`config.mk`:
```
export PLATFORM = sky130hd
export DESIGN_NAME = rspe_front
export DESIGN_NICKNAME = d
export VERILOG_FILES = /design/src/rspe_pkg.sv /design/src/rspe_front.sv
export SDC_FILE = /design/constraint.sdc
export NUM_CORES = 1
export LEC_CHECK = 0
export ABC_AREA = 1
export BUFFER_PORTS_ARGS = -buffer_cell sky130_fd_sc_hd__buf_2
export CAP_MARGIN = 10
export CORE_MARGIN = 5
export CORE_UTILIZATION = 53
export CTS_BUF_LIST = sky130_fd_sc_hd__clkbuf_2 sky130_fd_sc_hd__clkbuf_4 sky130_fd_sc_hd__clkbuf_8
export CTS_CLUSTER_DIAMETER = 40
export CTS_CLUSTER_SIZE = 28
export DETAILED_ROUTE_END_ITERATION = 6
export GPL_ROUTABILITY_DRIVEN = 0
export GPL_TIMING_DRIVEN = 0
export PLACE_DENSITY = 0.81
export SLEW_MARGIN = 20
export SYNTH_ARGS = -nofsm -noshare
export SYNTH_HDL_FRONTEND = slang
export SYNTH_SLANG_ARGS = --single-unit
```
`constraint.sdc`:
```
create_clock -name clk -period 1.9 [get_ports clk]
set_input_delay 0.38 -clock clk [delete_from_list [all_inputs] [get_ports clk]]
set_output_delay 0.38 -clock clk [all_outputs]
set_load 0.02 [all_outputs]
```
`src/rspe_pkg.sv`:
```
// Shared types, constants and GF(256) arithmetic for the Reed-Solomon parity encoder.
package rspe_pkg;

    localparam int MAX_PARITY  = 30;
    localparam int LENGTH_HIGH = 30;
    localparam int LEN_CAP     = (MAX_PARITY < LENGTH_HIGH) ? MAX_PARITY : LENGTH_HIGH;
    localparam int LEN_W       = 5;
    localparam int CNT_W       = $clog2(MAX_PARITY + 1);
    localparam int IDX_W       = (MAX_PARITY > 1) ? $clog2(MAX_PARITY) : 1;
    localparam int QDEPTH      = 2;
    localparam int QPTR_W      = $clog2(QDEPTH);

    localparam logic [LEN_W-1:0] RESET_LENGTH = LEN_W'(10);
    localparam logic [8:0]       FIELD_POLY   = 9'h11D;
    localparam logic [7:0]       ALPHA        = 8'h02;

    typedef logic [7:0]                  byte_t;
    typedef byte_t [MAX_PARITY-1:0]      byte_vec_t;
    typedef logic [CNT_W-1:0]            cnt_t;
    typedef logic [LEN_W-1:0]            len_t;

    typedef struct packed {
        byte_t data;
        logic  last;
    } item_t;

    // Bit-serial GF(256) product, MSB of b first.
    function automatic byte_t gf_mul(input byte_t a, input byte_t b);
        byte_t acc;
        acc = '0;
        for (int bit_i = 7; bit_i >= 0; bit_i--) begin
            acc = {acc[6:0], 1'b0} ^ (acc[7] ? FIELD_POLY[7:0] : 8'h00);
            acc = acc ^ (b[bit_i] ? a : 8'h00);
        end
        return acc;
    endfunction

    // Register value clamped to 1..LEN_CAP.
    function automatic cnt_t eff_len(input len_t plen);
        cnt_t n;
        if (plen == '0)
            n = cnt_t'(1);
        else if (int'(plen) > LEN_CAP)
            n = cnt_t'(LEN_CAP);
        else
            n = cnt_t'(plen);
        return n;
    endfunction

endpackage

```
`src/rspe_front.sv`:
```
// Input side: accepts beats into a two-entry queue toward the LFSR.
module rspe_front (
    input  logic           clk,
    input  logic           rst_n,
    input  logic           restart,
    input  logic           gen_ready,
    input  logic           push,
    input  rspe_pkg::item_t in_item,
    output logic           full,
    output logic           q_valid,
    output rspe_pkg::item_t q_item,
    input  logic           q_pop
);
    import rspe_pkg::*;

    item_t                    mem_reg [QDEPTH];
    logic [QPTR_W-1:0]        wr_ptr_reg, rd_ptr_reg;
    logic [QPTR_W:0]          count_reg, count_next;
    logic                     push_ok, pop_ok;

    assign full    = (count_reg == (QPTR_W + 1)'(QDEPTH)) | ~gen_ready;
    assign push_ok = push & ~full;
    assign q_valid = (count_reg != '0);
    assign pop_ok  = q_pop & q_valid;
    assign q_item  = mem_reg[rd_ptr_reg];

    always_comb
    begin
        count_next = count_reg;
        if (push_ok & ~pop_ok)
            count_next = count_reg + (QPTR_W + 1)'(1);
        else if (pop_ok & ~push_ok)
            count_next = count_reg - (QPTR_W + 1)'(1);
    end

    always_ff @(posedge clk or negedge rst_n)
    begin
        if (!rst_n)
        begin
            wr_ptr_reg <= '0;
            rd_ptr_reg <= '0;
            count_reg  <= '0;
        end
        else if (restart)
        begin
            wr_ptr_reg <= '0;
            rd_ptr_reg <= '0;
            count_reg  <= '0;
        end
        else
        begin
            if (push_ok)
                wr_ptr_reg <= wr_ptr_reg + QPTR_W'(1);
            if (pop_ok)
                rd_ptr_reg <= rd_ptr_reg + QPTR_W'(1);
            count_reg <= count_next;
        end
    end

    always_ff @(posedge clk)
    begin
        if (push_ok)
            mem_reg[wr_ptr_reg] <= in_item;
    end

endmodule

```
---- Yosys cells after proc, flatten, opt, wreduce, memory -nomap -nowiden ----
Memories as Yosys holds them, arrays and structs flattened.
Cells that the tools add are included.
W data, S select, Z words.
storage, ports and cells
  register bits after elaboration ......... 4
  RAM bits ................................ 18
  input bits .............................. 15
  output and inout bits ................... 11
  word-level logic and storage cells ...... 31
  memories ................................ 1
operators by class
  add/sub/neg operators ................... 4
  equal/unequal tests ..................... 1
  multiplexer cells ....................... 9
  bitwise gates (word level) .............. 9
  reductions and logical operators ........ 4
memory list
  memory   depth  bits a word  rd ports  clocked after Yosys merged registers in  write ports  line              text
  mem_reg  2      9            1         0                                        1            rspe_front.sv:16  item_t mem_reg [QDEPTH];
operators by type and width
  kind                   number
  $mux W1                6
  $mux W2                3
  $reduce_bool A2 Y1     3
  $and A1 B1 Y1          4
  $not A1 Y1             4
  $reduce_bool A3 Y1     1
  $add A1 B1 Y1 const B  2
  $add A2 B1 Y2 const B  1
  $eq A2 B2 Y1 const B   1
  $sub A2 B1 Y2 const B  1
  $or A1 B1 Y1           1

---- Logic depth before layout (Yosys ltp) ----
  word-level depth ........................ 9
  gate-level depth with buffers ........... 7
  mapped depth without buffers ............ 7

---- Least setup slack after synthesis ----
Ideal clock, no wire load.
  path kind ............................... register to register
  from .................................... register count_reg[0]
  to ...................................... memory mem_reg[1][0] in the netlist's numbering, enable pin
  library setup time ...................... 374 ps
  data arrival time ....................... 1045 ps
  data required time ...................... 1526 ps
  path slack .............................. 481 ps
  cell stages (with the launch flop) ...... 5
  buffers on the path ..................... 0
  period minus slack after synthesis ...... 1419 ps
  cells stage by stage .................... dfrtp_1 -> inv_2 -> nand2_2 -> nand3_4 -> nor2_1
between the ends
  cells in the longest elaborated chain, start to end .. 6
ends and longest elaborated chain
  what                           line              text
  start: declaration             rspe_front.sv:18  logic [QPTR_W:0] count_reg, count_next;
  start signal: assignment       rspe_front.sv:56  count_reg <= count_next;
  $eq A2 B2 Y1                   rspe_front.sv:21  assign full = (count_reg == (QPTR_W + 1)'(QDEPTH)) | ~gen_ready;
  $or A1 B1 Y1                   rspe_front.sv:21
  $not A1 Y1                     rspe_front.sv:22  assign push_ok = push & ~full;
  $and A1 B1 Y1                  rspe_front.sv:22
  $mux W1                        rspe_front.sv:62  if (push_ok)
  $mux W1 (implied by the code)  rspe_front.sv:63  mem_reg[wr_ptr_reg] <= in_item;
  end: declaration               rspe_front.sv:16
Every way passes these cells.

==> run summary <==
Sequential standard cell area: 641 µm²
Ys async rst share: 18.2%
Switch share: 33.9%
Slew Viols, Final: 0
Pleak: 0.000518 µW
Status: finished clean
Max Clock Freq: 593 MHz
Worst-margin pin slew: 0.783 ns
Clock power frac: 16.2%
Peak VDD IR: 0.000700 V
Psw: 397 µW
Initial core utilization: 55.2%
Initial antenna violation count: 0
P_int: 775 µW
GRT overflow: 0
Drt pass-1 iters: 4
CTS sink cnt: 22
Fin area: 1130 µm²
WP data arrival: 1.31 ns
Share of layout cells above drive strength 1: 32.7%
Largest family of logic cells by synthesized area: simple AND/OR/NAND/NOR gates
Most instantiated library cell after synthesis: nand2_1
Top-area cell type share of the netlist area: 57.4%
Endpoints failing setup: 0
Mux cell area share after synthesis: 0%
Inserted Clock Buffers: 3
Synth area leader: edfxtp_1
Multi-input gate area: 244 µm²
Dpl hpwl: 1.22 mm
Flops & latches, synth: 22
Die H: 52.2 µm
First-pass GRT wire length: 2.61 mm
Detail Route Antenna Nets: 0
Via density per instance: 4.63
Port Buffers: 25
Syn nets: 100
Post-synthesis compound-gate area fraction: 3.59%
Wire per inst: 11.7 µm
Root Buffer: clkbuf_4
GRT Total Usage: 13.2%
Final hold viol count: 0
Routed wire length: 1.62 mm
Maxcap violations: 0
TritonCTS clock tree: built
Die area: 2720 µm²
Crit share post-route: 88.8%
CP Capture Type: primary output
Io pins: 26
Syn_area_per_cell: 11.1 µm²
Leading cell types by count after synthesis: 32 x nand2_1, 18 x edfxtp_1, 6 x inv_1, 5 x nor2_1, 4 x dfrtp_1
Seq/Total Area, Yosys: 68.0%
Vias in the first global route: 657
Combinational Power Share: 32.0%
Simple-gate share of the synthesized area: 21.4%
Max FFs per register: 18
Final Skew: 0.00806 ns
Post-Syn Area: 942 µm²
Fin nets: 130
Seq pwr share: 51.7%
Number of distinct library cells after synthesis: 17
HP Class: in -> reg
Pwr dens: 1040 nW/µm²
EDFF count, synth: 18
Placed insts: 135
Req. time, crit path: 1.52 ns
Yosys warns: 0
Post-layout minimum cycle time: 1.69 ns
Syn-to-layout area delta: 19.5%
Post-layout instance count excluding filler cells: 138
Core Area: 1710 µm²
Setup tns final: 0 ns
Slew HR: 47.6%
Largest net degree at the start of global routing: 12
Main synth FF type: edfxtp_1
Cell Area, Placed: 1100 µm²
DRC: 0
Worst Setup Path Type: reg -> out
Max H-tree Level: 1
Post-synthesis instance total: 85
Worst-skew pair later-pin latency: 0.29 ns
Longest Clk Path Bufs: 2
Area contributors post-synth: edfxtp_1 57%, nand2_1 13%, dfrtp_1 11%
Ant. Diodes: 0
Worst-path clk slew: 0.11 ns
Rows: 15
Vias: 639
Synth Area in XOR/XNOR: 0.930%
Starting DRT DRC Count: 3
Setup crit start kind: flop
Unrepaired setup endpoints after global routing: no
Width of the die: 52.2 µm
Crit-path max FO: 11
Adder-cell share of the synthesized area: 0%
Total power draw: 1170 µW
Post-CTS Repair Setup Buffers: 0
FILL cells: 130
[kinds of logic (layout without fill, tap and decap cells)]
family                    Yosys count  in the layout
AOI/OAI and AO/OA                   6              6
xor gates and xnor gates            1              1
buffers and inverters              11             39
DFF                                22             22
and+or+nand+nor                    45             45
[placed cells by master, fill, tap and decap left out]
| cell type | Yosys | routed |
|---|---|---|
| a21oi_1 | 2 | 2 |
| a21oi_2 | 1 | 1 |
| buf_2 | 2 | 26 |
| bufinv_8 | 1 | 1 |
| clkbuf_4 | 0 | 3 |
| dfrtp_1 | 4 | 4 |
| dlygate4sd3_1 | 0 | 1 |
| edfxtp_1 | 18 | 18 |
| inv_1 | 6 | 6 |
| inv_2 | 2 | 2 |
| nand2_1 | 32 | 32 |
| nand2_2 | 2 | 2 |
| nand3_1 | 2 | 2 |
| nand3_2 | 1 | 1 |
| nand3_4 | 1 | 1 |
| nand4_1 | 2 | 2 |
| nor2_1 | 5 | 5 |
| o21ai_1 | 3 | 3 |
| xnor2_1 | 1 | 1 |
[final timing paths]
check	start	endpoint	slack (ns)	cells after the start
hold reg to reg	wr_ptr_reg$_DFFE_PN0P_	wr_ptr_reg$_DFFE_PN0P_	0.60	2
setup / recovery	rd_ptr_reg$_DFFE_PN0P_	q_item[3]	0.21	5
min in group asynchronous	rst_n	count_reg[1]$_DFFE_PN0P_	0.41	2
max in group asynchronous	rst_n	wr_ptr_reg$_DFFE_PN0P_	1.36	2
setup reg to reg	count_reg[0]$_DFFE_PN0P_	mem_reg[1][4]$_DFFE_PP_	0.22	4
hold / removal	in_item[7]	mem_reg[0][7]$_DFFE_PP_	0.27	1
[per-stage QoR]
step           hold slack [ns]  setup WS (ns)  utilization (%)
3_3_place_gp             0.190          0.249             64.3
5_1_grt                  0.246         0.0738             65.9
4_1_cts                  0.266         0.0959             66.2
6_report                 0.273          0.213             65.9
3_5_place_dp             0.190          0.217             64.3
2_1_floorplan           0.0844          0.481                -
[power by group through the flow]
stage,combinational [µW],clock (µW),sequential (µW)
5_1_grt,415,226,611
3_5_place_dp,380,0,617
6_report,375,190,606
4_1_cts,384,198,607
2_1_floorplan,271,0,610
3_3_place_gp,369,0,615
[worst max-delay path: stages (launching register included)]
cell,delay [ns]
dfrtp_1,0.36
buf_2,0.18
inv_2,0.18
nand2_1,0.08
nand2_1,0.06
buf_2,0.16
[what timing repair did]
| action | in CTS | in global routing |
|---|---|---|
| endpoints found under the hold margin | 4 | 0 |
| resized for setup | 0 | 0 |
| hold buffers | 1 | 0 |
| setup endpoints to repair | 0 | 1 |
[layer usage]
| layer | part of all wire (%) | vias to the layer above | routed length [µm] | track usage, % |
|---|---|---|---|---|
| met2 | 56 | 13 | 908 | 25.5 |
| met3 | 3.5 | 2 | 56 | 2.58 |
| met4 | 0.93 | 0 | 15 | 6.38 |
| li1 | - | 333 | - | - |
| met5 | 0 | - | 0 | 0 |
| met1 | 39 | 291 | 637 | 13.3 |
[final cells by class]
type / count / share of cell area, %
clock buffers: 3 / 2.00
plain buffers: 1 / 0.444
repair buffers: 26 / 12.0
inverters: 9 / 4.22
well taps: 25 / 2.78
flip-flops and latches: 22 / 56.9
multi-input cells: 52 / 21.7
No activity file was read; power rests on OpenSTA's default activity.
