==> config.mk <==
export PLATFORM = sky130hd
export DESIGN_NAME = rspe_back
export DESIGN_NICKNAME = d
export VERILOG_FILES = /design/src/rspe_pkg.sv /design/src/rspe_back.sv
export SDC_FILE = /design/constraint.sdc
export NUM_CORES = 2
export LEC_CHECK = 0
export BUFFER_PORTS_ARGS = -buffer_cell sky130_fd_sc_hd__buf_2
export CORE_UTILIZATION = 50
export DETAILED_ROUTE_END_ITERATION = 12
export PLACE_DENSITY = 0.67
export SKIP_CTS_REPAIR_TIMING = 1
export SKIP_LAST_GASP = 1
export SYNTH_ARGS = -nofsm -noshare
export SYNTH_HDL_FRONTEND = slang
export SYNTH_SLANG_ARGS = --single-unit
==> constraint.sdc <==
create_clock -name clk -period 8.7 [get_ports clk]
set_input_delay 1.74 -clock clk [delete_from_list [all_inputs] [get_ports clk]]
set_output_delay 1.74 -clock clk [all_outputs]
set_load 0.03 [all_outputs]
==> src/rspe_pkg.sv <==
// Shared types, constants and GF(256) arithmetic for the Reed-Solomon parity encoder.
package rspe_pkg;

    localparam int MAX_PARITY  = 30;
    localparam int LENGTH_HIGH = 30;
    localparam int LEN_CAP     = (MAX_PARITY < LENGTH_HIGH) ? MAX_PARITY : LENGTH_HIGH;
    localparam int LEN_W       = 5;
    localparam int CNT_W       = $clog2(MAX_PARITY + 1);
    localparam int IDX_W       = (MAX_PARITY > 1) ? $clog2(MAX_PARITY) : 1;
    localparam int QDEPTH      = 2;
    localparam int QPTR_W      = $clog2(QDEPTH);

    localparam logic [LEN_W-1:0] RESET_LENGTH = LEN_W'(10);
    localparam logic [8:0]       FIELD_POLY   = 9'h11D;
    localparam logic [7:0]       ALPHA        = 8'h02;

    typedef logic [7:0]                  byte_t;
    typedef byte_t [MAX_PARITY-1:0]      byte_vec_t;
    typedef logic [CNT_W-1:0]            cnt_t;
    typedef logic [LEN_W-1:0]            len_t;

    typedef struct packed {
        byte_t data;
        logic  last;
    } item_t;

    // Bit-serial GF(256) product, MSB of b first.
    function automatic byte_t gf_mul(input byte_t a, input byte_t b);
        byte_t acc;
        acc = '0;
        for (int bit_i = 7; bit_i >= 0; bit_i--) begin
            acc = {acc[6:0], 1'b0} ^ (acc[7] ? FIELD_POLY[7:0] : 8'h00);
            acc = acc ^ (b[bit_i] ? a : 8'h00);
        end
        return acc;
    endfunction

    // Register value clamped to 1..LEN_CAP.
    function automatic cnt_t eff_len(input len_t plen);
        cnt_t n;
        if (plen == '0)
            n = cnt_t'(1);
        else if (int'(plen) > LEN_CAP)
            n = cnt_t'(LEN_CAP);
        else
            n = cnt_t'(plen);
        return n;
    endfunction

endpackage

==> src/rspe_back.sv <==
// LFSR remainder update and parity drain register.
module rspe_back (
    input  logic               clk,
    input  logic               rst_n,
    input  logic               restart,
    input  logic               gen_ready,
    input  rspe_pkg::byte_vec_t coeffs,
    input  rspe_pkg::cnt_t     n,
    input  logic               q_valid,
    input  rspe_pkg::item_t    q_item,
    output logic               q_pop,
    input  logic               pop,
    output logic               empty,
    output rspe_pkg::byte_t    parity_byte,
    output logic               parity_last
);
    import rspe_pkg::*;

    byte_vec_t rem_reg, rem_next, rem_shift;
    byte_vec_t drain_reg;
    cnt_t      drain_cnt_reg;
    byte_t     fb;
    logic      pop_ok, drain_free, take;

    assign empty       = (drain_cnt_reg == '0);
    assign parity_byte = drain_reg[0];
    assign parity_last = (drain_cnt_reg == cnt_t'(1));
    assign pop_ok      = pop & ~empty;
    assign drain_free  = empty | (pop_ok & parity_last);
    assign take        = q_valid & gen_ready & (~q_item.last | drain_free);
    assign q_pop       = take;

    assign fb        = q_item.data ^ rem_reg[0];
    assign rem_shift = rem_reg >> 8;

    always_comb
    begin
        for (int i = 0; i < MAX_PARITY; i++)
        begin
            rem_next[i] = rem_shift[i] ^ gf_mul(coeffs[i], fb);
        end
    end

    always_ff @(posedge clk or negedge rst_n)
    begin
        if (!rst_n)
        begin
            rem_reg       <= '0;
            drain_reg     <= '0;
            drain_cnt_reg <= '0;
        end
        else if (restart)
        begin
            rem_reg       <= '0;
            drain_cnt_reg <= '0;
        end
        else
        begin
            if (take)
                rem_reg <= q_item.last ? '0 : rem_next;
            if (take & q_item.last)
            begin
                drain_reg     <= rem_next;
                drain_cnt_reg <= n;
            end
            else if (pop_ok)
            begin
                drain_reg     <= drain_reg >> 8;
                drain_cnt_reg <= drain_cnt_reg - cnt_t'(1);
            end
        end
    end

endmodule

; Word-level counts from Yosys, hierarchy flattened
; Index checks and enable logic that the tools add are counted.
[classes]
addsub = 1
multipliers = 0
n_div = 0
n_lt_le_gt_ge = 0
n_eq_ne = 1
n_shift = 0
muxes = 458
n_bitwise = 460
reduce_logical = 5
[ops]
columns = cell, n
row1 = 8-bit two-way mux, 240
row2 = 8-bit XOR, 240
row3 = 8-bit by 5-bit XOR with 8-bit output, 210
row4 = 240-bit two-way mux, 5
row5 = 5-bit two-way mux, 213
row6 = 1-bit bitwise AND, 5
row7 = "5-bit by 1-bit equality test with 1-bit output, second input constant", 1
row8 = 5-bit zero test, 1
row9 = "5-bit by 1-bit subtractor with 5-bit output, second input constant", 1
row10 = 2-bit nonzero test, 2
row11 = 1-bit inverter, 3
row12 = 3-bit nonzero test, 1
row13 = 1-bit OR, 2
row14 = 2-bit AND reduction, 1
[word_totals]
regBits = 485
latch_bits = 0
ramBits = 0
mem_bits_ro = 0
inputBits = 260
output_inout_bits = 11
wordCells = 986
n_memories = 0

; Longest topological paths before layout
[depth]
word_depth = 27
depth_mapped = 14
ltp_nobuf = 9

; Worst setup path after synthesis
; No wires, ideal clock.
[synth_path]
path_type = input port to output port
start = in pop
end = out q_pop
t_arrival_ns = 2.454
t_required_ns = 6.960
path_slack_ns = 4.506
cell_stages = 3
n_path_buf = 0
path_cell_list = a21o_1 -> nand2_1 -> a21oi_1
[synth_between]
elab_chain_len = 5
[synth_rtl]
columns = element, line_no
row1 = "start, declared", rspe_back.sv:12  ; input logic pop,
row2 = 1-bit bitwise AND, rspe_back.sv:28  ; assign pop_ok = pop & ~empty;
row3 = 1-bit bitwise AND, rspe_back.sv:29  ; assign drain_free = empty | (pop_ok & parity_last);
row4 = 1-bit OR, rspe_back.sv:29
row5 = 1-bit OR, rspe_back.sv:30  ; assign take = q_valid & gen_ready & (~q_item.last | drain_free);
row6 = 1-bit bitwise AND, rspe_back.sv:30
row7 = "end, declared", rspe_back.sv:11  ; output logic q_pop,
; Every way passes these cells.

; Worst setup path in the final report
[layout_path]
start = in q_item[8] (netlist bit)
end = reg drain_reg[92] (netlist bit)
[layout_between]
elab_chain_len = 20
word_cells_on_any_way = 24
cone_classes = 8 x mux / 16 x bitwise
[layout_rtl]
columns = element, line_no
row1 = "start, declared", rspe_back.sv:10  ; input rspe_pkg::item_t q_item,
row2 = 8-bit XOR *, rspe_back.sv:33  ; assign fb = q_item.data ^ rem_reg[0];
row3 = 8-bit two-way mux *, rspe_pkg.sv:33  ; acc = acc ^ (b[bit_i] ? a : 8'h00);
row4 = 5-bit two-way mux / 8-bit by 5-bit XOR with 8-bit output (equally long branches), rspe_pkg.sv:32  ; acc = {acc[6:0], 1'b0} ^ (acc[7] ? FIELD_POLY[7:0] : 8'h00);
row5 = 8-bit by 5-bit XOR with 8-bit output *, rspe_pkg.sv:32
row6 = 8-bit XOR *, rspe_pkg.sv:33
row7 = 8-bit by 5-bit XOR with 8-bit output *, rspe_pkg.sv:32
row8 = 8-bit XOR *, rspe_pkg.sv:33
row9 = 8-bit by 5-bit XOR with 8-bit output *, rspe_pkg.sv:32
row10 = [4 not listed], -
row11 = 8-bit by 5-bit XOR with 8-bit output *, rspe_pkg.sv:32
row12 = 8-bit XOR *, rspe_pkg.sv:33
row13 = 8-bit by 5-bit XOR with 8-bit output *, rspe_pkg.sv:32
row14 = 8-bit XOR *, rspe_pkg.sv:33
row15 = 8-bit by 5-bit XOR with 8-bit output *, rspe_pkg.sv:32
row16 = 8-bit XOR *, rspe_pkg.sv:33
row17 = 8-bit XOR *, rspe_back.sv:40  ; rem_next[i] = rem_shift[i] ^ gf_mul(coeffs[i], fb);
row18 = 240-bit two-way mux *, rspe_back.sv:61  ; if (take & q_item.last)
row19 = "end signal, assigned", rspe_back.sv:63  ; drain_reg <= rem_next;
row20 = "end signal, assigned", rspe_back.sv:68  ; drain_reg <= drain_reg >> 8;
row21 = "end, declared", rspe_back.sv:20  ; byte_vec_t drain_reg;
; Every way passes the cells marked *; elsewhere a longest branch is shown, timed or not.
; A chain may end at the register's enable or synchronous reset.

==> impl_results.md <==
* Final period util at 0.605
* TNS Setup at 0 ps
* Final ANT Viol Nets at 0
* EDFF count, synth at 0
* Peak Freq at approximately 190 MHz
* Worst-skew pair later-pin latency at approximately 650 ps
* Delay of the slowest critical-path stage at 800 ps
* Clock sink count at between 400 and 500
* Routed WL per cell at between 20 and 25 µm
* Commonest non-fill, non-tap cell in the layout: nand2_1
* CP endpoint kind: flop
* Fill cell count at 9,815
* Synth cell types at 48
* Top cells by area in the synthesized netlist: xnor2_1 (27%), dfrtp_1 (23%), nand2_1 (14%)
* Avg Cell Area, Syn at 7.64 µm²
* Initial core utilization at 0.505
* Vias at around 46,000
* Vert. Die Dim at 326 µm
* Crit-path most repeated cell: xnor2_1
* Depth of the CTS H-tree at 2
* Number of flip-flops in the largest register at 240
* Clock skew at between 20 and 25 ps
* Most frequent cells in the layout: nand2_1 (1,944), xnor2_1 (1,626), xor2_1 (508)
* Outcome: complete, no violations
* Slowest CP cell: buf_4
* Post-Layout Cell Count at just over 8,000
* Area leader, netlist: xnor2_1
* Yosys warnings at 0
* Iter 0 DRT Violations at 4,954
* First-pass GRT wire length at between 200,000 and 300,000 µm
* Routed vias/inst at about 5.8
* Number of global-route vias before repair at between 40,000 and 50,000
* Top FF cell, synth: dfrtp_1
* Worst EP arrival at between 5000 and 6000 ps
* Ports at between 200 and 300
* Cell Chain, Critical Path: buf_2 > xor2_4 > buf_4 > nand2_1 > o21ai_0 > a22oi_1 > xnor3_1 > xnor2_1 > xnor2_1 > a221o_1
* Synthesis-to-layout area growth at 6.23%
* Largest net degree at the start of global routing at ~180
* WS Path Type: in -> reg
* Max_cap viols at 0
* Placeable core region at approximately 100,000 µm²
* Critical path required time at 9220 ps
* Tmin final at around 5300 ps
* Crit path buffers/inverters at 2
* Hold Violations, Final at 0
* I/O Buffers at 270
* Die ar. at approximately 110,000 µm²
* Root Driver: clkbuf_16
* Synthesized net count at 7,126
* Die X at 326 µm
* Drt pass-1 iters at 6
* Crit Path Max Fanout at 70
* Synthesized flop and latch total at a little under 500
* Reg clk slew, reported paths at 60 ps
* Slew @ Worst Pin at around 1500 ps
* Final Max Slew Viols at 0
* Initial antenna violation count at 64
* Seq/Total Area, Yosys at 0.232
* DP Wirelength at between 100,000 and 150,000 µm
* CTS tree: yes
* Cells after synthesis at between 6,000 and 7,000
* Relative slew slack at 0.0246
* Grt ovf at 0
* Hold Crit Class: reg -> reg
* Row count at 118
* CTS Buf Count at 57
* Final Util at 0.537
* Layout cells sized above 1 at 0.0747
* CP delay by family, top: XOR/XNOR gates
* Ys async rst share at 1.00
* Residual DRC at 0
* RePlAce Congestion at 0.933
* Crit path launch type: input pin
* Placed insts at just under 8,000
* Nets at about 6,900
* Max Buffers Root-to-Sink at 3
* Total track usage at 0.329
* Unrepaired setup endpoints after global routing: no
* Synth top area share at 0.273
* Final setup vio count at 0
* Routed Wire Length at about 180,000 µm
* Post-Syn Area at 52,400 µm²
## layout make-up
class                      instances  area, µm²  share of cell area
clock inverter                    26        425             0.00764
multi-input combinational       5715      37600               0.675
tap                             1380       1730              0.0310
timing repair buffer             333       2010              0.0361
clock buffer                      79       1620              0.0291
sequential                       485      12100               0.218
antenna                           29       72.6             0.00130
inverter                          33        124             0.00222
## layer usage
| metal | share of wire | GRT usage | routed length [µm] |
|---|---|---|---|
| met3 | 0.11 | 0.0856 | 20000 |
| met4 | 0.033 | 0.120 | 5970 |
| met1 | 0.43 | 0.461 | 76000 |
| met5 | 0.0019 | 0 | 340 |
| met2 | 0.43 | 0.484 | 76500 |
## kinds of logic after synthesis
logic type / count (synthesis) / share of synthesized area
buf+inv: 664 / 0.0567
compound gates: 981 / 0.118
mux: 51 / 0.00974
simple gates: 2421 / 0.182
flops: 485 / 0.232
xor+xnor: 2260 / 0.402
fa+ha+maj: 2 / 0.000477
## stage by stage
| stage | instance area, µm² | hold slack, ps | setup WS (ps) |
|---|---|---|---|
| 6_report | 55700 | 469 | 3440 |
| 3_5_place_dp | 53600 | 460 | 2890 |
| 5_1_grt | 55700 | 500 | 3230 |
| 2_1_floorplan | 52400 | 441 | 4510 |
| 3_3_place_gp | 53600 | 454 | 3020 |
| 4_1_cts | 55600 | 473 | 3570 |
## Yosys cell counts, types with 2 or more instances
cell type     n
a221o_1      37
xnor3_1      62
ha_1          2
mux2i_1      51
and3_1       55
nor2_1      274
o211ai_1      5
nand2_1    1944
nor3_1       39
xor2_1      511
xnor2_2      42
a21oi_1     228
clkbuf_1    326
a21boi_0      8
a22o_1      188
xor2_2        5
a21o_1       10
or3_1         4
o21a_1       14
buf_6        10
a31oi_1      55
a211oi_1      4
xnor2_1    1636
a22oi_1      45
nor2b_1      74
xor3_1        3
o21ai_1      10
buf_1        59
o221ai_1      3
or2_2         3
buf_4        43
o22ai_1      70
inv_1        33
o21ai_0     299
nand3_1      24
dfrtp_1     485
buf_2       192
## worst paths after layout
path,cells past startpoint,start,slack [ps],end
min,1,drain_reg[77],470,drain_reg[77]
min in group asynchronous,1,rst_n,1060,rem_reg[68]
max in group asynchronous,3,rst_n,5790,drain_reg[159]
max reg2reg,9,rem_reg[7],4230,drain_reg[92]
min reg2reg,1,drain_reg[77],470,drain_reg[77]
max,10,q_item[8],3440,drain_reg[92]
Power is not shown: default switching activity piles up to over one toggle a cycle in this logic, so the estimate is an artifact.
