[config.mk]
export PLATFORM = sky130hd
export DESIGN_NAME = rspe_gen
export DESIGN_NICKNAME = d
export VERILOG_FILES = /design/src/rspe_pkg.sv /design/src/rspe_gen.sv
export SDC_FILE = /design/constraint.sdc
export NUM_CORES = 2
export LEC_CHECK = 0
export ABC_AREA = 0
export BUFFER_PORTS_ARGS = -buffer_cell sky130_fd_sc_hd__buf_2
export CORE_UTILIZATION = 58
export CTS_CLUSTER_DIAMETER = 80
export DETAILED_ROUTE_END_ITERATION = 8
export PLACE_DENSITY = 0.79
export SLEW_MARGIN = 20
export SYNTH_ARGS = -nofsm -noshare
export SYNTH_HDL_FRONTEND = slang
export SYNTH_SLANG_ARGS = --single-unit
[constraint.sdc]
create_clock -name clk -period 2.5 [get_ports clk]
set_input_delay 0.25 -clock clk [delete_from_list [all_inputs] [get_ports clk]]
set_output_delay 0.25 -clock clk [all_outputs]
set_load 0.01 [all_outputs]
[src/rspe_pkg.sv]
// Shared types, constants and GF(256) arithmetic for the Reed-Solomon parity encoder.
package rspe_pkg;

    localparam int MAX_PARITY  = 30;
    localparam int LENGTH_HIGH = 30;
    localparam int LEN_CAP     = (MAX_PARITY < LENGTH_HIGH) ? MAX_PARITY : LENGTH_HIGH;
    localparam int LEN_W       = 5;
    localparam int CNT_W       = $clog2(MAX_PARITY + 1);
    localparam int IDX_W       = (MAX_PARITY > 1) ? $clog2(MAX_PARITY) : 1;
    localparam int QDEPTH      = 2;
    localparam int QPTR_W      = $clog2(QDEPTH);

    localparam logic [LEN_W-1:0] RESET_LENGTH = LEN_W'(10);
    localparam logic [8:0]       FIELD_POLY   = 9'h11D;
    localparam logic [7:0]       ALPHA        = 8'h02;

    typedef logic [7:0]                  byte_t;
    typedef byte_t [MAX_PARITY-1:0]      byte_vec_t;
    typedef logic [CNT_W-1:0]            cnt_t;
    typedef logic [LEN_W-1:0]            len_t;

    typedef struct packed {
        byte_t data;
        logic  last;
    } item_t;

    // Bit-serial GF(256) product, MSB of b first.
    function automatic byte_t gf_mul(input byte_t a, input byte_t b);
        byte_t acc;
        acc = '0;
        for (int bit_i = 7; bit_i >= 0; bit_i--) begin
            acc = {acc[6:0], 1'b0} ^ (acc[7] ? FIELD_POLY[7:0] : 8'h00);
            acc = acc ^ (b[bit_i] ? a : 8'h00);
        end
        return acc;
    endfunction

    // Register value clamped to 1..LEN_CAP.
    function automatic cnt_t eff_len(input len_t plen);
        cnt_t n;
        if (plen == '0)
            n = cnt_t'(1);
        else if (int'(plen) > LEN_CAP)
            n = cnt_t'(LEN_CAP);
        else
            n = cnt_t'(plen);
        return n;
    endfunction

endpackage

[src/rspe_gen.sv]
// Generator polynomial derivation: one root folded in per cycle.
module rspe_gen (
    input  logic               clk,
    input  logic               rst_n,
    input  logic               restart,
    input  rspe_pkg::cnt_t     n,
    output rspe_pkg::byte_vec_t coeffs,
    output logic               ready
);
    import rspe_pkg::*;

    typedef enum logic [1:0] {ST_LOAD, ST_RUN, ST_READY} state_t;

    state_t    state_reg;
    byte_vec_t g_reg, g_next, g_init;
    byte_t     root_reg;
    cnt_t      step_reg;
    cnt_t      n_m1;
    byte_vec_t g_shift;

    assign n_m1    = n - cnt_t'(1);
    assign g_shift = g_reg >> 8;

    always_comb
    begin
        g_init = '0;
        g_init[n_m1[IDX_W-1:0]] = 8'h01;
        for (int j = 0; j < MAX_PARITY; j++)
        begin
            g_next[j] = gf_mul(g_reg[j], root_reg) ^ g_shift[j];
        end
    end

    always_ff @(posedge clk or negedge rst_n)
    begin
        if (!rst_n)
        begin
            state_reg <= ST_LOAD;
            step_reg  <= '0;
            root_reg  <= 8'h01;
            g_reg     <= '0;
        end
        else if (restart)
        begin
            state_reg <= ST_LOAD;
        end
        else
        begin
            unique case (state_reg)
                ST_LOAD:
                begin
                    g_reg     <= g_init;
                    root_reg  <= 8'h01;
                    step_reg  <= '0;
                    state_reg <= ST_RUN;
                end
                ST_RUN:
                begin
                    g_reg    <= g_next;
                    root_reg <= gf_mul(root_reg, ALPHA);
                    step_reg <= step_reg + cnt_t'(1);
                    if (step_reg == n_m1)
                        state_reg <= ST_READY;
                end
                ST_READY: ;
                default: state_reg <= ST_LOAD;
            endcase
        end
    end

    assign coeffs = g_reg;
    assign ready  = (state_reg == ST_READY);

endmodule

After elaboration in Yosys (flattened, before gate mapping)
Cells that the tools add are included.

Bits in registers: 255. Latch bits: 0. RAM bits: 0. Memory bits (read-only): 0. Input port bits: 8. Output and inout bits: 241. Memories: 0.

$add $sub $neg: 2. Multipliers: 0. Div/mod/pow operators: 0. Magnitude comparators: 2. Equal/unequal tests: 5. Shift operators: 0. Muxes and demuxes: 459. Bitwise operators: 451. Reduce and logical (&&, ||, !) cells: 5.

Operators by type and width (count): $mux W8 (241); $xor A8 B8 Y8 (239); $xor A8 B5 Y8 (211); $mux W5 (211); $pmux W240 S2 (1); $demux W8 S5 (1); $pmux W8 S2 (1); $pmux W5 S2 (1); $lt A5 B6 Y1 const B (1); $pmux W2 S3 (1); $add A5 B1 Y5 const B (1); $eq A5 B5 Y1 (1); $ge A5 B1 Y1 const B (1); $sub A5 B1 Y5 const B (1); $mux W2 (2); $reduce_and A2 Y1 (2); $ne A3 B3 Y1 const B (1); $eq A2 B1 Y1 const B (1); $eq A2 B2 Y1 const B (1); $logic_not A2 Y1 (1); $ne A2 B2 Y1 const B (1); $reduce_bool A2 Y1 (1); $logic_and A1 B1 Y1 (1); $not A1 Y1 (1).

Logic depth before layout (Yosys ltp)
Depth in word-level cells: 24. Depth in mapped cells: 14. Mapped depth without buffers: 9.

Least setup slack after synthesis
No wires, ideal clock.

Kind: register -> register. Start: register g_reg (netlist bit coeffs[159]). End: register g_reg (netlist bit coeffs[155]). Setup time: 0.121 ns. Arrival: 2.488 ns. Setup slack: -0.109 ns. Stages on the path, launching flop included: 9. Path buffers: 1. Period minus slack after synthesis: 2.609 ns. Cell sequence: dfrtp_1 > clkbuf_1 > nand2_1 > xnor2_1 > xnor3_1 > xor2_1 > xor2_1 > xnor3_1 > a22o_1.

Word-level cells in the longest chain between the ends: 19.

RTL lines: start: declaration (RTL line rspe_gen.sv:15) `byte_vec_t g_reg, g_next, g_init;`; start signal: assignment (RTL line rspe_gen.sv:52) `g_reg <= g_init;`; start signal: assignment (RTL line rspe_gen.sv:59) `g_reg <= g_next;`; $mux W8 (RTL line rspe_pkg.sv:33) `acc = acc ^ (b[bit_i] ? a : 8'h00);`; $mux W5 (RTL line rspe_pkg.sv:32) `acc = {acc[6:0], 1'b0} ^ (acc[7] ? FIELD_POLY[7:0] : 8'h00);`; $xor A8 B5 Y8 (RTL line rspe_pkg.sv:32); $xor A8 B8 Y8 (RTL line rspe_pkg.sv:33); $xor A8 B5 Y8 (RTL line rspe_pkg.sv:32); $xor A8 B8 Y8 (RTL line rspe_pkg.sv:33); $xor A8 B5 Y8 (RTL line rspe_pkg.sv:32); $xor A8 B8 Y8 (RTL line rspe_pkg.sv:33); [... 3 more ...]; $xor A8 B8 Y8 (RTL line rspe_pkg.sv:33); $mux W5 / $xor A8 B5 Y8 (equally long branches) (RTL line rspe_pkg.sv:32); $xor A8 B5 Y8 / $xor A8 B8 Y8 (equally long branches) (RTL line rspe_pkg.sv:32, rspe_pkg.sv:33); $xor A8 B8 Y8 (*) (RTL line rspe_pkg.sv:33); $xor A8 B5 Y8 (*) (RTL line rspe_pkg.sv:32); $xor A8 B8 Y8 (*) (RTL line rspe_pkg.sv:33); $xor A8 B8 Y8 (*) (RTL line rspe_gen.sv:30) `g_next[j] = gf_mul(g_reg[j], root_reg) ^ g_shift[j];`; $pmux W240 S2 (*) (RTL line rspe_gen.sv:49) `unique case (state_reg)`.

Mark *: on every way between the ends. The rest lies on a longest branch, timed or not. A chain may end at the register's enable or synchronous reset.

Final worst setup path
Start: register root_reg[4]. End: register g_reg (netlist bit coeffs[18]).

Word-level cells in the longest chain between the ends: 13.

RTL lines: start: declaration (RTL line rspe_gen.sv:16) `byte_t root_reg;`; start signal: assignment (RTL line rspe_gen.sv:60) `root_reg <= gf_mul(root_reg, ALPHA);`; $mux W8 (*) (RTL line rspe_pkg.sv:33); $xor A8 B8 Y8 (*) (RTL line rspe_pkg.sv:33); $xor A8 B5 Y8 (*) (RTL line rspe_pkg.sv:32); $xor A8 B8 Y8 (*) (RTL line rspe_pkg.sv:33); $mux W5 / $xor A8 B5 Y8 (equally long branches) (RTL line rspe_pkg.sv:32); $xor A8 B5 Y8 (*) (RTL line rspe_pkg.sv:32); $xor A8 B8 Y8 (*) (RTL line rspe_pkg.sv:33); $xor A8 B5 Y8 (*) (RTL line rspe_pkg.sv:32); $xor A8 B8 Y8 (*) (RTL line rspe_pkg.sv:33); $xor A8 B5 Y8 (*) (RTL line rspe_pkg.sv:32); $xor A8 B8 Y8 (*) (RTL line rspe_pkg.sv:33); $xor A8 B8 Y8 (*) (RTL line rspe_gen.sv:30); $pmux W240 S2 (*) (RTL line rspe_gen.sv:49).

Marks and branches as above.

==> flow_metrics.env <==
export IMPL_synth_top_family_by_area="XOR/XNOR gates"
export IMPL_end_kind="flip-flop"
export IMPL_fmax_ghz=0.307
export IMPL_grt_max_degree=107
export IMPL_largest_reg_flops=240
export IMPL_cts_root_buf="clkbuf_16"
export IMPL_ioPinCount=249
export IMPL_violations="design-rule violations, negative setup slack"
export IMPL_pwr_share_comb_pct=70.5
export IMPL_setup_tns_ns=-31.08
export IMPL_ant_nets=0
export IMPL_leakage_nw=23.0
export IMPL_syn_area_per_cell_um2=7.67
export IMPL_synth_cell_types=58
export IMPL_antenna_found_initial=9
export IMPL_arrival_ns=3.66
export IMPL_cp_start_kind="flip-flop"
export IMPL_place_gp_congestion=0.946
export IMPL_drt_pass1_iterations=9
export IMPL_power_density_mw_per_mm2=851
export IMPL_grt_ovfl_total=0
export IMPL_fp_coreArea_mm2=0.0744
export IMPL_track_usage_pct=39.0
export IMPL_yosysWarnings=0
export IMPL_cts_sinks=255
export IMPL_drc_errors=4
export IMPL_tightestPinTransition_ns=1.04
export IMPL_syn_inst=5689
export IMPL_die_x_um=276
export IMPL_period_needed_ns=3.26
export IMPL_timing_final_hold_violations=0
export IMPL_final_nets=6298
export IMPL_ys_top_cells_by_area="xnor2_1, nand2_1, dfrtp_1"
export IMPL_floorplan_initialDensity_pct=58.6
export IMPL_crit_type="flip-flop to flip-flop"
export IMPL_worstReg2RegEnd="coeffs[18]"
export IMPL_power_frac_seq_pct=17.3
export IMPL_r2r_slack_ns=-0.76
export IMPL_wl_per_cell_um=24.8
export IMPL_ir_worst_vdd_mv=0.524
export IMPL_finClkSkew_ns=0.0211
export IMPL_post_place_ws_ns=-0.298
export IMPL_worst_slack_ns=-0.756
export IMPL_async_flop_share_pct=100
export IMPL_final_util_pct=75.6
export IMPL_post_route_period_util_pct=130
export IMPL_synth_xor_area_share_pct=49.6
export IMPL_htreeDepth=2
export IMPL_swShare_pct=48.8
export IMPL_synth_edf_count=0
export IMPL_regArea_mm2=0.00641
export IMPL_dp_hpwl_um=100000
export IMPL_fp_row_count=100
export IMPL_status="complete, but fails checks"
export IMPL_synth_cell_area_mm2=0.0436
export IMPL_ys_flop_type="dfrtp_1"
export IMPL_synth_compound_area_share_pct=7.06
export IMPL_cts_tree="done"
export IMPL_power_mw=47.9
export IMPL_die_height_um=276
export IMPL_r2r_cells=11
export IMPL_synth_fa_ha_area_share_pct=0.143
export IMPL_synth_seq_cells=255
export IMPL_yosysTopAreaCellShare_pct=29.0
export IMPL_switchingPower_mw=23.4
export IMPL_multiInputGateArea_mm2=0.0375
export IMPL_rsz0062_at_grt="true"
export IMPL_syn_num_nets=5702
export IMPL_rr_startpoint="root_reg[4]"
export IMPL_final_layout_size_suffix_gt1_share_pct=28.2
export IMPL_grt_pass1_wl_um=238000
export IMPL_clkPwrFrac_pct=12.2
export IMPL_portBuffers=248
export IMPL_critPathCapture="coeffs[18]"
export IMPL_viasPerCell=6.44
export IMPL_yosys_area_top_type="xnor2_1"
export IMPL_wl_um=181000
export IMPL_cp_startpoint="root_reg[4]"
export IMPL_drtIter0Drc=7438
export IMPL_numCtsBuffers=36
export IMPL_required_ns=2.90
export IMPL_synth_mux_area_share_pct=3.64
export IMPL_insertion_delay_ns=0.60
export IMPL_n_fill_cell=4184
export IMPL_maxCapViolations=0
export IMPL_area_delta_synth_final_pct=28.9
export IMPL_critPathMaxFanout=8
export IMPL_setup_viol=200
export IMPL_design_die_area_mm2=0.0763
export IMPL_relSlewSlack_pct=29.9
export IMPL_internal_power_mw=24.5
export IMPL_cts_buffer_depth=3
export IMPL_hold_slack_ns=0.256
export IMPL_vias=46940
export IMPL_yosys_area_share_simple_pct=18.9
export IMPL_path_clk_slew_ns=0.07
export IMPL_yosysSeqAreaShare_pct=14.6
export IMPL_hold_class="input pin to asynchronous set/reset pin"
export IMPL_grt_pass1_vias=42743
export IMPL_report_final_slew_viol_count=0
-- cells in the final DEF (no fill, tap or decap), types with 28 or more instances in the layout --
cell type  count
dfrtp_1      246
buf_2        248
buf_6         68
clkbuf_16     56
buf_4        652
nor2_1        55
xnor2_2      218
nand2_2       69
o31ai_1       56
xor2_1       390
xnor3_2       28
a22oi_1       83
mux2i_1       45
o21ai_0      108
buf_12        83
nand2_1     1817
nand2b_1      66
xnor3_1      136
xnor2_1     1268
nand2_4       47
o21ai_1       94
a22oi_2       33
mux2_2        90
xor2_2        52
-- cell type report --
cell class | count | area share, %
Clock buffer | 47 | 1.78
Timing Repair Buffer | 1111 | 17.5
Inverter | 8 | 0.0556
Tap cell | 969 | 2.16
Antenna cell | 10 | 0.0445
Multi-Input combinational cell | 4873 | 66.7
Sequential cell | 255 | 11.4
Clock inverter | 14 | 0.407
-- synthesized netlist by cell type, types with 58 or more instances --
library cell / count
a22oi_1: 116
nand2b_1: 67
dfrtp_1: 254
xnor2_1: 1443
mux2_2: 93
o21ai_0: 126
buf_2: 154
buf_1: 118
xor2_1: 438
clkbuf_1: 223
o21ai_1: 78
xnor3_1: 162
nand2_1: 1927
o31ai_1: 58
xnor2_2: 66
-- power by group through the flow --
stage / clock network (mW) / logic (mW) / registers (mW)
after floorplan: 0 / 20.7 / 7.20
after global placement: 0 / 28.3 / 7.81
after detailed placement: 0 / 29.0 / 7.84
after CTS: 5.70 / 30.2 / 7.83
after global routing: 5.90 / 35.2 / 8.34
final: 5.84 / 33.8 / 8.30
-- how the worst min path moves through the flow --
stage / from / end / slack (ns) / cells after the start
6_report: rst_n / coeffs[81] / 0.26 / 2
3_3_place_gp: rst_n / coeffs[86] / 0.28 / 1
3_5_place_dp: rst_n / coeffs[86] / 0.28 / 1
5_1_grt: rst_n / coeffs[81] / 0.32 / 2
4_1_cts: rst_n / coeffs[214] / 0.27 / 2
2_1_floorplan: rst_n / coeffs[0] / -0.05 / 0
-- critical path, stage by stage (launching register included) --
cell and delay, ns:
dfrtp_4 0.58, clkbuf_16 0.20, buf_12 0.13, buf_12 0.13
buf_12 0.14, nand2_1 0.12, xor2_1 0.22, xnor2_1 0.15
xnor2_2 0.38, xnor2_1 0.16, xnor2_1 0.16, o31ai_1 0.69
-- cells by family after synthesis --
kind of cell               Yosys count
AOI/OAI and AO/OA                  475
xor gates and xnor gates          2133
adders and majority gates            5
buffers and inverters              561
DFF                                255
muxes                              146
and+or+nand+nor                   2114
-- metrics by stage --
stage	area, um2	cells
finish	56300	7287
global route	56200	7280
CTS	52700	7147
detailed placement	49100	7010
global placement	49100	7010
floorplan	43700	5689
-- layer usage --
layer | share of wire, % | GRT usage (%) | up-vias
li1 | - | - | 18889
met1 | 32 | 47.3 | 21902
met2 | 43 | 63.4 | 4480
met3 | 14 | 8.13 | 1659
met4 | 10 | 23.9 | 10
met5 | 0.13 | 0 | -
-- what timing repair did --
item,CTS,global route
setup endpoints to repair,173,213
pin swaps,135,203
hold endpoints to repair,56,0
setup buffers,61,124
hold buffers,2,0
cloned,13,19
resized for setup,266,431
No activity file was read; power rests on OpenSTA's default activity.
